### src/design/mbrr_pkg.sv
// Package with the shared constants and types of the Modbus TCP register responder.
`timescale 1ns / 1ps

package mbrr_pkg;

    // Holding register store geometry.
    localparam int REG_COUNT = 64;
    localparam int REG_AW    = $clog2(REG_COUNT);

    // Largest register count that one read may ask for.
    localparam int MAX_READ  = 16;

    // Byte positions within a response frame.
    localparam int HDR_BYTES = 9;
    localparam int MAX_LAST  = HDR_BYTES - 1 + 2 * MAX_READ;
    localparam int IDX_W     = $clog2(MAX_LAST + 1);

    // Supported function codes.
    localparam logic [7:0] FC_READ_HOLDING = 8'h03;
    localparam logic [7:0] FC_WRITE_SINGLE = 8'h06;

    // Length field of a write echo, and the fixed part of a read length.
    localparam logic [15:0] WRITE_LEN     = 16'd6;
    localparam logic [15:0] READ_LEN_BASE = 16'd3;

    typedef logic [15:0] word_t;
    typedef logic [7:0]  byte_t;

endpackage

### src/design/modbus_tcp_register_responder_top.sv
// Modbus TCP holding register responder: request sequencer, register store and byte output.
// Order: an accepted request moves the sequencer to ST_EMIT, and each response byte is then
// loaded into the output register. Rate: one response byte per cycle while out_ready is high;
// a dropped request leaves the sequencer idle. The byte sequencer and its index counter set
// the pace; in_ready is low while a frame is emitted, so no new request is taken mid-frame.
// Reset: asynchronous, active low; the store reads as zero after reset through per-entry
// valid flags, so no clearing pass is needed.
`timescale 1ns / 1ps

module modbus_tcp_register_responder_top
    import mbrr_pkg::*;
(
    input  logic        clk,
    input  logic        rst_n,
    input  logic        in_valid,
    output logic        in_ready,
    input  logic [15:0] transaction_id,
    input  logic [15:0] protocol_id,
    input  logic [7:0]  unit_id,
    input  logic [7:0]  cmd,
    input  logic [15:0] first_addr,
    input  logic [15:0] count_or_value,
    output logic        out_valid,
    input  logic        out_ready,
    output logic [7:0]  resp_byte,
    output logic        last
);

    typedef enum logic {
        ST_IDLE,
        ST_EMIT
    } state_t;

    // Control and output registers.
    state_t              state_reg, state_next;
    logic [IDX_W-1:0]    idx_reg, idx_next;
    logic [IDX_W-1:0]    final_idx_reg, final_idx_next;
    logic                is_read_reg, is_read_next;
    logic [REG_AW-1:0]   rd_addr_reg, rd_addr_next;
    logic                out_valid_reg, out_valid_next;
    byte_t               resp_byte_reg, resp_byte_next;
    logic                last_reg, last_next;
    logic [REG_COUNT-1:0] vld_reg;

    // Payload registers for the request in flight.
    word_t tid_reg, pid_reg, addr_reg, arg_reg;
    byte_t unit_reg, lo_hold_reg;

    // Store and its registered read port.
    word_t mem [REG_COUNT];
    word_t mem_q_reg;
    logic  mem_vq_reg;
    word_t rd_word;

    logic  accept;
    logic  read_ok;
    logic  write_ok;
    logic  load_out;
    byte_t sel_byte;
    word_t len_word;
    logic [16:0] end_addr;

    assign in_ready  = (state_reg == ST_IDLE);
    assign accept    = in_valid && in_ready;
    assign out_valid = out_valid_reg;
    assign resp_byte = resp_byte_reg;
    assign last      = last_reg;

    // Request checks against the store bounds and the read limit.
    assign end_addr = {1'b0, first_addr} + {1'b0, count_or_value};
    assign read_ok  = (cmd == FC_READ_HOLDING) && (count_or_value != 16'd0)
                   && (count_or_value <= 16'(MAX_READ))
                   && (end_addr <= 17'(REG_COUNT));
    assign write_ok = (cmd == FC_WRITE_SINGLE)
                   && ({1'b0, first_addr} < 17'(REG_COUNT));

    // Entries never written read as zero.
    assign rd_word  = mem_vq_reg ? mem_q_reg : 16'd0;
    assign len_word = is_read_reg ? (READ_LEN_BASE + {arg_reg[14:0], 1'b0}) : WRITE_LEN;

    // The output register takes a new word when it is empty or being drained.
    assign load_out = !out_valid_reg || out_ready;

    // Byte selection for the current frame position.
    always_comb
    begin
        sel_byte = 8'd0;
        if (is_read_reg && (idx_reg >= IDX_W'(HDR_BYTES)))
        begin
            // Odd positions past the header carry the high byte of the next register.
            sel_byte = idx_reg[0] ? rd_word[15:8] : lo_hold_reg;
        end
        else
        begin
            case (idx_reg)
                IDX_W'(0):  sel_byte = tid_reg[15:8];
                IDX_W'(1):  sel_byte = tid_reg[7:0];
                IDX_W'(2):  sel_byte = pid_reg[15:8];
                IDX_W'(3):  sel_byte = pid_reg[7:0];
                IDX_W'(4):  sel_byte = len_word[15:8];
                IDX_W'(5):  sel_byte = len_word[7:0];
                IDX_W'(6):  sel_byte = unit_reg;
                IDX_W'(7):  sel_byte = is_read_reg ? FC_READ_HOLDING : FC_WRITE_SINGLE;
                IDX_W'(8):  sel_byte = is_read_reg ? {arg_reg[6:0], 1'b0} : addr_reg[15:8];
                IDX_W'(9):  sel_byte = addr_reg[7:0];
                IDX_W'(10): sel_byte = arg_reg[15:8];
                IDX_W'(11): sel_byte = arg_reg[7:0];
                default:    sel_byte = 8'd0;
            endcase
        end
    end

    // Sequencer next-state logic.
    always_comb
    begin
        state_next     = state_reg;
        idx_next       = idx_reg;
        final_idx_next = final_idx_reg;
        is_read_next   = is_read_reg;
        rd_addr_next   = rd_addr_reg;
        out_valid_next = out_valid_reg;
        resp_byte_next = resp_byte_reg;
        last_next      = last_reg;

        if (out_valid_reg && out_ready)
        begin
            out_valid_next = 1'b0;
        end

        case (state_reg)
            ST_IDLE:
            begin
                if (accept && (read_ok || write_ok))
                begin
                    state_next   = ST_EMIT;
                    idx_next     = '0;
                    is_read_next = read_ok;
                    rd_addr_next = first_addr[REG_AW-1:0];
                    if (read_ok)
                    begin
                        final_idx_next = IDX_W'(HDR_BYTES - 1)
                                       + {count_or_value[IDX_W-2:0], 1'b0};
                    end
                    else
                    begin
                        final_idx_next = IDX_W'(HDR_BYTES + 2);
                    end
                end
            end
            ST_EMIT:
            begin
                if (load_out)
                begin
                    out_valid_next = 1'b1;
                    resp_byte_next = sel_byte;
                    last_next      = (idx_reg == final_idx_reg);
                    idx_next       = idx_reg + IDX_W'(1);
                    // Step the read port once the high byte of a register has left.
                    if (is_read_reg && (idx_reg >= IDX_W'(HDR_BYTES)) && idx_reg[0])
                    begin
                        rd_addr_next = rd_addr_reg + REG_AW'(1);
                    end
                    if (idx_reg == final_idx_reg)
                    begin
                        state_next = ST_IDLE;
                    end
                end
            end
            default:
            begin
                state_next = ST_IDLE;
            end
        endcase
    end

    // State, control and output registers.
    always_ff @(posedge clk or negedge rst_n)
    begin
        if (!rst_n)
        begin
            state_reg     <= ST_IDLE;
            idx_reg       <= '0;
            final_idx_reg <= '0;
            is_read_reg   <= 1'b0;
            rd_addr_reg   <= '0;
            out_valid_reg <= 1'b0;
            resp_byte_reg <= 8'd0;
            last_reg      <= 1'b0;
            vld_reg       <= '0;
        end
        else
        begin
            state_reg     <= state_next;
            idx_reg       <= idx_next;
            final_idx_reg <= final_idx_next;
            is_read_reg   <= is_read_next;
            rd_addr_reg   <= rd_addr_next;
            out_valid_reg <= out_valid_next;
            resp_byte_reg <= resp_byte_next;
            last_reg      <= last_next;
            if (accept && write_ok)
            begin
                vld_reg[first_addr[REG_AW-1:0]] <= 1'b1;
            end
        end
    end

    // Request payload capture.
    always_ff @(posedge clk)
    begin
        if (accept)
        begin
            tid_reg  <= transaction_id;
            pid_reg  <= protocol_id;
            unit_reg <= unit_id;
            addr_reg <= first_addr;
            arg_reg  <= count_or_value;
        end
        // Keep the low byte while the high byte goes out, since the read port moves on.
        if ((state_reg == ST_EMIT) && load_out && is_read_reg
            && (idx_reg >= IDX_W'(HDR_BYTES)) && idx_reg[0])
        begin
            lo_hold_reg <= rd_word[7:0];
        end
    end

    // Holding register store: one write port, one registered read port.
    always_ff @(posedge clk)
    begin
        if (accept && write_ok)
        begin
            mem[first_addr[REG_AW-1:0]] <= count_or_value;
        end
        mem_q_reg  <= mem[rd_addr_reg];
        mem_vq_reg <= vld_reg[rd_addr_reg];
    end

endmodule

### config.mk
export PLATFORM = sky130hd
export DESIGN_NAME = modbus_tcp_register_responder_top
export DESIGN_NICKNAME = d
export VERILOG_FILES = /design/src/design/mbrr_pkg.sv /design/src/design/modbus_tcp_register_responder_top.sv
export SDC_FILE = /design/constraint.sdc
export NUM_CORES = 1
export LEC_CHECK = 0
export BUFFER_PORTS_ARGS = -buffer_cell sky130_fd_sc_hd__buf_2
export CAP_MARGIN = 10
export CORE_MARGIN = 4
export CORE_UTILIZATION = 35
export CTS_BUF_LIST = sky130_fd_sc_hd__clkbuf_4 sky130_fd_sc_hd__clkbuf_8
export DETAILED_ROUTE_END_ITERATION = 8
export GPL_TIMING_DRIVEN = 1
export PLACE_DENSITY_LB_ADDON = 0.15
export RECOVER_POWER = 25
export SLEW_MARGIN = 20
export SYNTH_ARGS = -nofsm -noshare
export SYNTH_HDL_FRONTEND = slang
export SYNTH_SLANG_ARGS = --single-unit
### constraint.sdc
create_clock -name clk -period 6.38 [get_ports clk]
set_clock_uncertainty 0.05 [all_clocks]
set_input_delay 0.319 -clock clk [delete_from_list [all_inputs] [get_ports clk]]
set_output_delay 0.319 -clock clk [all_outputs]
set_load 0.1 [all_outputs]
# Yosys cells after proc, flatten, opt, wreduce, memory -nomap -nowiden
# Memories as Yosys holds them, arrays and structs flattened. A register that Yosys moved wholly into a read port is not among the register bits.
# Cells that the tools add are included.
# Widths: inputs -> output; s select.
[classes] addsub=5 n_lt_le_gt_ge=7 n_eq_ne=17 muxes=28 n_bitwise=2 reduce_logical=24
[ops] operator="$pmux 8 s12" count=1
[ops] operator="$or 64x64->64" count=1
[ops] operator="$mux 6" count=6
[ops] operator="$mux 16" count=2
[ops] operator="$eq 6x3->1 const B" count=4
[ops] operator="$eq 6x4->1 const B" count=4
[ops] operator="$mux 8" count=3
[ops] operator="$pmux 6 s2" count=2
[ops] operator="$add 16x16->17" count=1
[ops] operator="$le 17x7->1 const B" count=1
[ops] operator="$add 2x16->16 const A" count=1
[ops] operator="$le 16x5->1 const B" count=1
[ops] operator="$lt 16x7->1 const B" count=1
[ops] operator="$reduce_bool 16->1" count=1
[ops] operator="$logic_and 1x1->1" count=15
[ops] operator="$lt 6x7->1 const B" count=2
[ops] operator="$add 6x1->6 const B" count=2
[ops] operator="$eq 6x2->1 const B" count=2
[ops] operator="$mux 1" count=10
[ops] operator="$eq 8x2->1 const B" count=1
[ops] operator="$eq 8x3->1 const B" count=1
[ops] operator="$add 4x6->6 const A" count=1
[ops] operator="$bmux 1 s6" count=1
[ops] operator="$demux 1 s6" count=1
[ops] operator="13 further kinds" count=18
[totals] ff_bits=175 mem_bits_rw=1024 input_bits=84 output_inout_bits=11 word_cells=100 mem_count=1
[memory_table] memory="mem" depth=64 width=16 read_ports=1 rd_ports_with_merged_regs=1 wr=1 line_no="modbus_tcp_register_responder_top.sv:50" rtl="word_t mem [REG_COUNT];"

# Longest topological paths before layout
[logic_depth] depth_word=8 depth_mapped=12 mapped_depth_nobuf=10

# Worst setup path after synthesis
# OpenSTA, ideal clock, no wires.
[synth_path] path_type="register to register" startpoint="register state_reg" endpoint="memory mem[56][0] in the netlist's numbering, enable pin" setup_ns=0.389 arrival_time_ns=5.684 required_ns=5.941 setup_slack_ns=0.257 path_stages_with_launch=7 path_buffers=1 synth_period_minus_slack_ns=6.123 cell_sequence="dfrtp_1 -> nor2b_1 -> and4b_1 -> and4_1 -> clkbuf_1 -> nand4_1 -> nor2_1"
[synth_via] elab_chain_cells=5
[synth_rtl] element="start: declaration" line_no="modbus_tcp_register_responder_top.sv:35" rtl="state_t state_reg, state_next;"
[synth_rtl] element="start signal: assignment" line_no="modbus_tcp_register_responder_top.sv:193" rtl="state_reg <= state_next;"
[synth_rtl] element="$not 1->1 (no source line)"
[synth_rtl] element="$logic_and 1x1->1" line_no="modbus_tcp_register_responder_top.sv:64" rtl="assign accept = in_valid && in_ready;"
[synth_rtl] element="named net accept" line_no="modbus_tcp_register_responder_top.sv:55" rtl="logic accept;"
[synth_rtl] element="$logic_and 1x1->1" line_no="modbus_tcp_register_responder_top.sv:230" rtl="if (accept && write_ok)"
[synth_rtl] element="$mux 1" line_no="modbus_tcp_register_responder_top.sv:230"
[synth_rtl] element="$mux 1 (implied by the code)" line_no="modbus_tcp_register_responder_top.sv:232" rtl="mem[first_addr[REG_AW-1:0]] <= count_or_value;"
[synth_rtl] element="end: declaration" line_no="modbus_tcp_register_responder_top.sv:50"
# The timed path passes the listed nets, and every way through them passes these cells.

# Worst setup path after layout
[layout_path] startpoint="register state_reg" endpoint="memory mem[16][6] in the netlist's numbering, enable pin"
# Same word-level chain as after synthesis.

==> flow_metrics.py <==
metrics = {
    "timing": {
        "fmax_ghz": 0.211,
        "fin_crit_ps": 4740,
        "slew-limit-headroom": -0.952,
        "worst_slew_pin_slew_ps": 2930,
        "rsz0062_at_grt": "false",
        "finalSetupViolations": 0,
        "fin_crit_sh": 0.743,
        "whs_ps": 100,
        "drv_slew": 536,
        "hold_viol_final": 0,
        "fin_setup_tns_ps": 0,
    },
    "grt": {
        "grt_max_degree": 88,
        "grt_usage": 0.188,
        "grt-ovfl-total": 0,
        "grt_first_pass_wirelength_um": 190000,
        "grt_pass1_vias": 25300,
        "antenna_found_initial": 21,
    },
    "synth": {
        "muxShareOfSynthArea": 0.169,
        "synth_compound_area_frac": 0.0237,
        "synth_edf_count": 1104,
        "synthFlopType": "edfxtp_1",
        "syn_area_per_cell_um2": 21.2,
        "synth_xor_area_frac": 0.00547,
        "yosys.area_share.simple": 0.0365,
        "ys_types": 74,
        "seq_area_frac_synth": 0.747,
        "synth-seq-cells": 1215,
        "syn_nets": 2374,
        "synth_top_family_by_area": "multiplexers",
        "syn_inst": 2264,
        "ys_warn_count": 0,
        "synthAdderAreaFrac": 0.00693,
        "syn_area_um2": 48000,
        "async_flop_share": 0.0774,
    },
    "critical_path": {
        "crit_path_start_kind": "register",
        "critPathArrivalTime_ps": 5300,
        "worstPathRequired_ps": 6940,
        "r2r_end": "mem[16][6]",
        "timing.rr.start": "state_reg",
        "r2r_cells": 7,
        "critical_path.max_fanout": 20,
        "crit_type": "reg -> reg",
        "crit_path_end_kind": "register",
        "rrSetupSlack_ps": 1640,
        "setup.worst_path.start": "state_reg",
    },
    "power": {
        "p_switching_mw": 3.47,
        "cellLeakagePower_nw": 18.1,
        "cellPowerDensity_nw_per_um2": 288,
        "p_clk_frac": 0.427,
        "pwr-share-seq": 0.548,
        "combPwrFrac": 0.025,
        "peakVddDrop_v": 0.000164,
        "internal_power_mw": 12.5,
        "switching_share": 0.217,
    },
    "status": {
        "status": "complete, but fails checks",
        "violations": "max-capacitance violations, max-slew violations",
    },
    "cells_and_area": {
        "nets": 2678,
        "largest_reg_flops": 1024,
        "final_layout_size_suffix_gt1_frac": 0.336,
        "final_cell_mix": "edfxtp_1, mux4_2, clkbuf_8",
        "area_growth_pct": 15.8,
        "mostFrequentLayoutCell": "edfxtp_1",
    },
    "cts": {
        "clkTransAtPathRegs_ps": 70,
        "clk_latency_ps": 890,
        "cts_max_level": 4,
        "clockRootBuffer": "clkbuf_8",
        "cts_resized": 0,
        "numClockSinks": 1215,
        "clockBufferDepth": 3,
        "tritoncts": "yes",
        "cts_inserted_buffers": 197,
    },
    "drt": {
        "wire_per_inst_um": 29.7,
        "dr_total_vias": 24300,
        "drt_iter0_drc": 2316,
        "wl_um": 134000,
        "dr.pass1.iters": 5,
        "ant_nets": 0,
        "post_drt_via_cell_ratio": 5.37,
        "drc_errors": 0,
    },
    "hold_path": {
        "hold_path.class": "in -> reg",
        "whs_path_depth": 2,
        "worstHoldStart": "transaction_id[15]",
        "worstHoldEndpoint": "tid_reg[15]",
    },
    "placed_design": {
        "io_buffers": 94,
        "dp_hpwl_um": 83900,
        "gp_congestion": 0.821,
    },
    "floorplanning": {
        "design.die.area_um2": 143000,
        "die_w_um": 378,
        "rows": 135,
        "top_level_ports": 95,
        "dieHeight_um": 378,
        "initial_core_util": 0.353,
        "core-area_um2": 136000,
    },
    "run": {
        "cap_violations": 16,
    },
}
[power by group through the flow]
stage / clock, mW / sequential (mW) / combinational (mW)
final: 6.83 / 8.75 / 0.401
after global routing: 7.39 / 8.75 / 0.433
after CTS: 7.02 / 8.75 / 0.412
after detailed placement: 0 / 8.91 / 0.372
after global placement: 0 / 8.91 / 0.360
after floorplan: 0 / 8.90 / 0.105
[per-layer routing]
metal  GRT usage  share of wire
met2       0.296           0.47
met5           0              0
met4      0.0607          0.029
met3      0.0414          0.068
met1       0.263           0.43
[Yosys cell counts (all sizes together), types with 16 or more instances]
| master | number | area (um2) |
|---|---|---|
| a22oi | 18 | 135 |
| dfxtp | 17 | 340 |
| edfxtp | 1104 | 33200 |
| xnor2 | 18 | 158 |
| o21ai | 29 | 145 |
| nand2 | 55 | 206 |
| nor2 | 97 | 364 |
| buf | 46 | 236 |
| a21oi | 31 | 155 |
| mux4 | 357 | 8040 |
| or2 | 65 | 407 |
| dfrtp | 94 | 2350 |
| and2 | 21 | 134 |
| inv | 16 | 60.1 |
| nand3 | 22 | 110 |
| ha | 25 | 313 |
| clkbuf | 71 | 267 |
| a22o | 17 | 149 |
[cell families (layout without fill, tap and decap cells)]
group | Yosys count | after routing
fa+ha+maj | 26 | 26
simple gates | 337 | 337
mux | 364 | 364
flops | 1215 | 1215
buf+inv | 133 | 604
compound gates | 159 | 159
xor+xnor | 30 | 30
other cells | 0 | 6
[stage by stage]
step / power [mW] / util / std cells / worst slack, ps / area, um2
after global placement: 9.28 / 0.374 / 4073 / 1970 / 50800
after CTS: 16.2 / 0.409 / 4515 / 1820 / 55600
after global routing: 16.6 / 0.409 / 4522 / 1430 / 55600
after detailed placement: 9.29 / 0.374 / 4073 / 1870 / 50900
final: 16.0 / 0.409 / 4522 / 1640 / 55600
after floorplan: 9.01 / - / 2264 / 257 / 48000
[worst max-delay path by stage]
| stage | cells past startpoint | end |
|---|---|---|
| floorplan | 6 | mem[56][0] |
| global placement | 6 | mem[33][12] |
| detailed placement | 7 | mem[16][7] |
| CTS | 7 | mem[16][6] |
| global route | 7 | mem[16][7] |
| finish | 7 | mem[16][6] |
[worst max-delay path, stage by stage, from the launching register on]
cell and delay, ps:
dfrtp_1 650, nor2b_4 300, and4b_1 260, nand4_1 430, nor2_1 910, nand2_1 600
nor2_2 980, buf_4 250
[final cells by class]
type                       count  area [um2]
clock buffer                 283        3440
sequential                  1215       35900
tap                         1781        2230
antenna                        6        15.0
inverter                      16        60.1
timing repair buffer         222        1570
fill                       12100       80200
clock inverter                83         561
multi-input combinational    916       11800
[repair_timing]
item	4_1_cts	5_1_grt
endpoints found under the hold margin	270	0
hold buffers	76	0
buffers inserted	0	0
(Power assumes the default switching activity.)
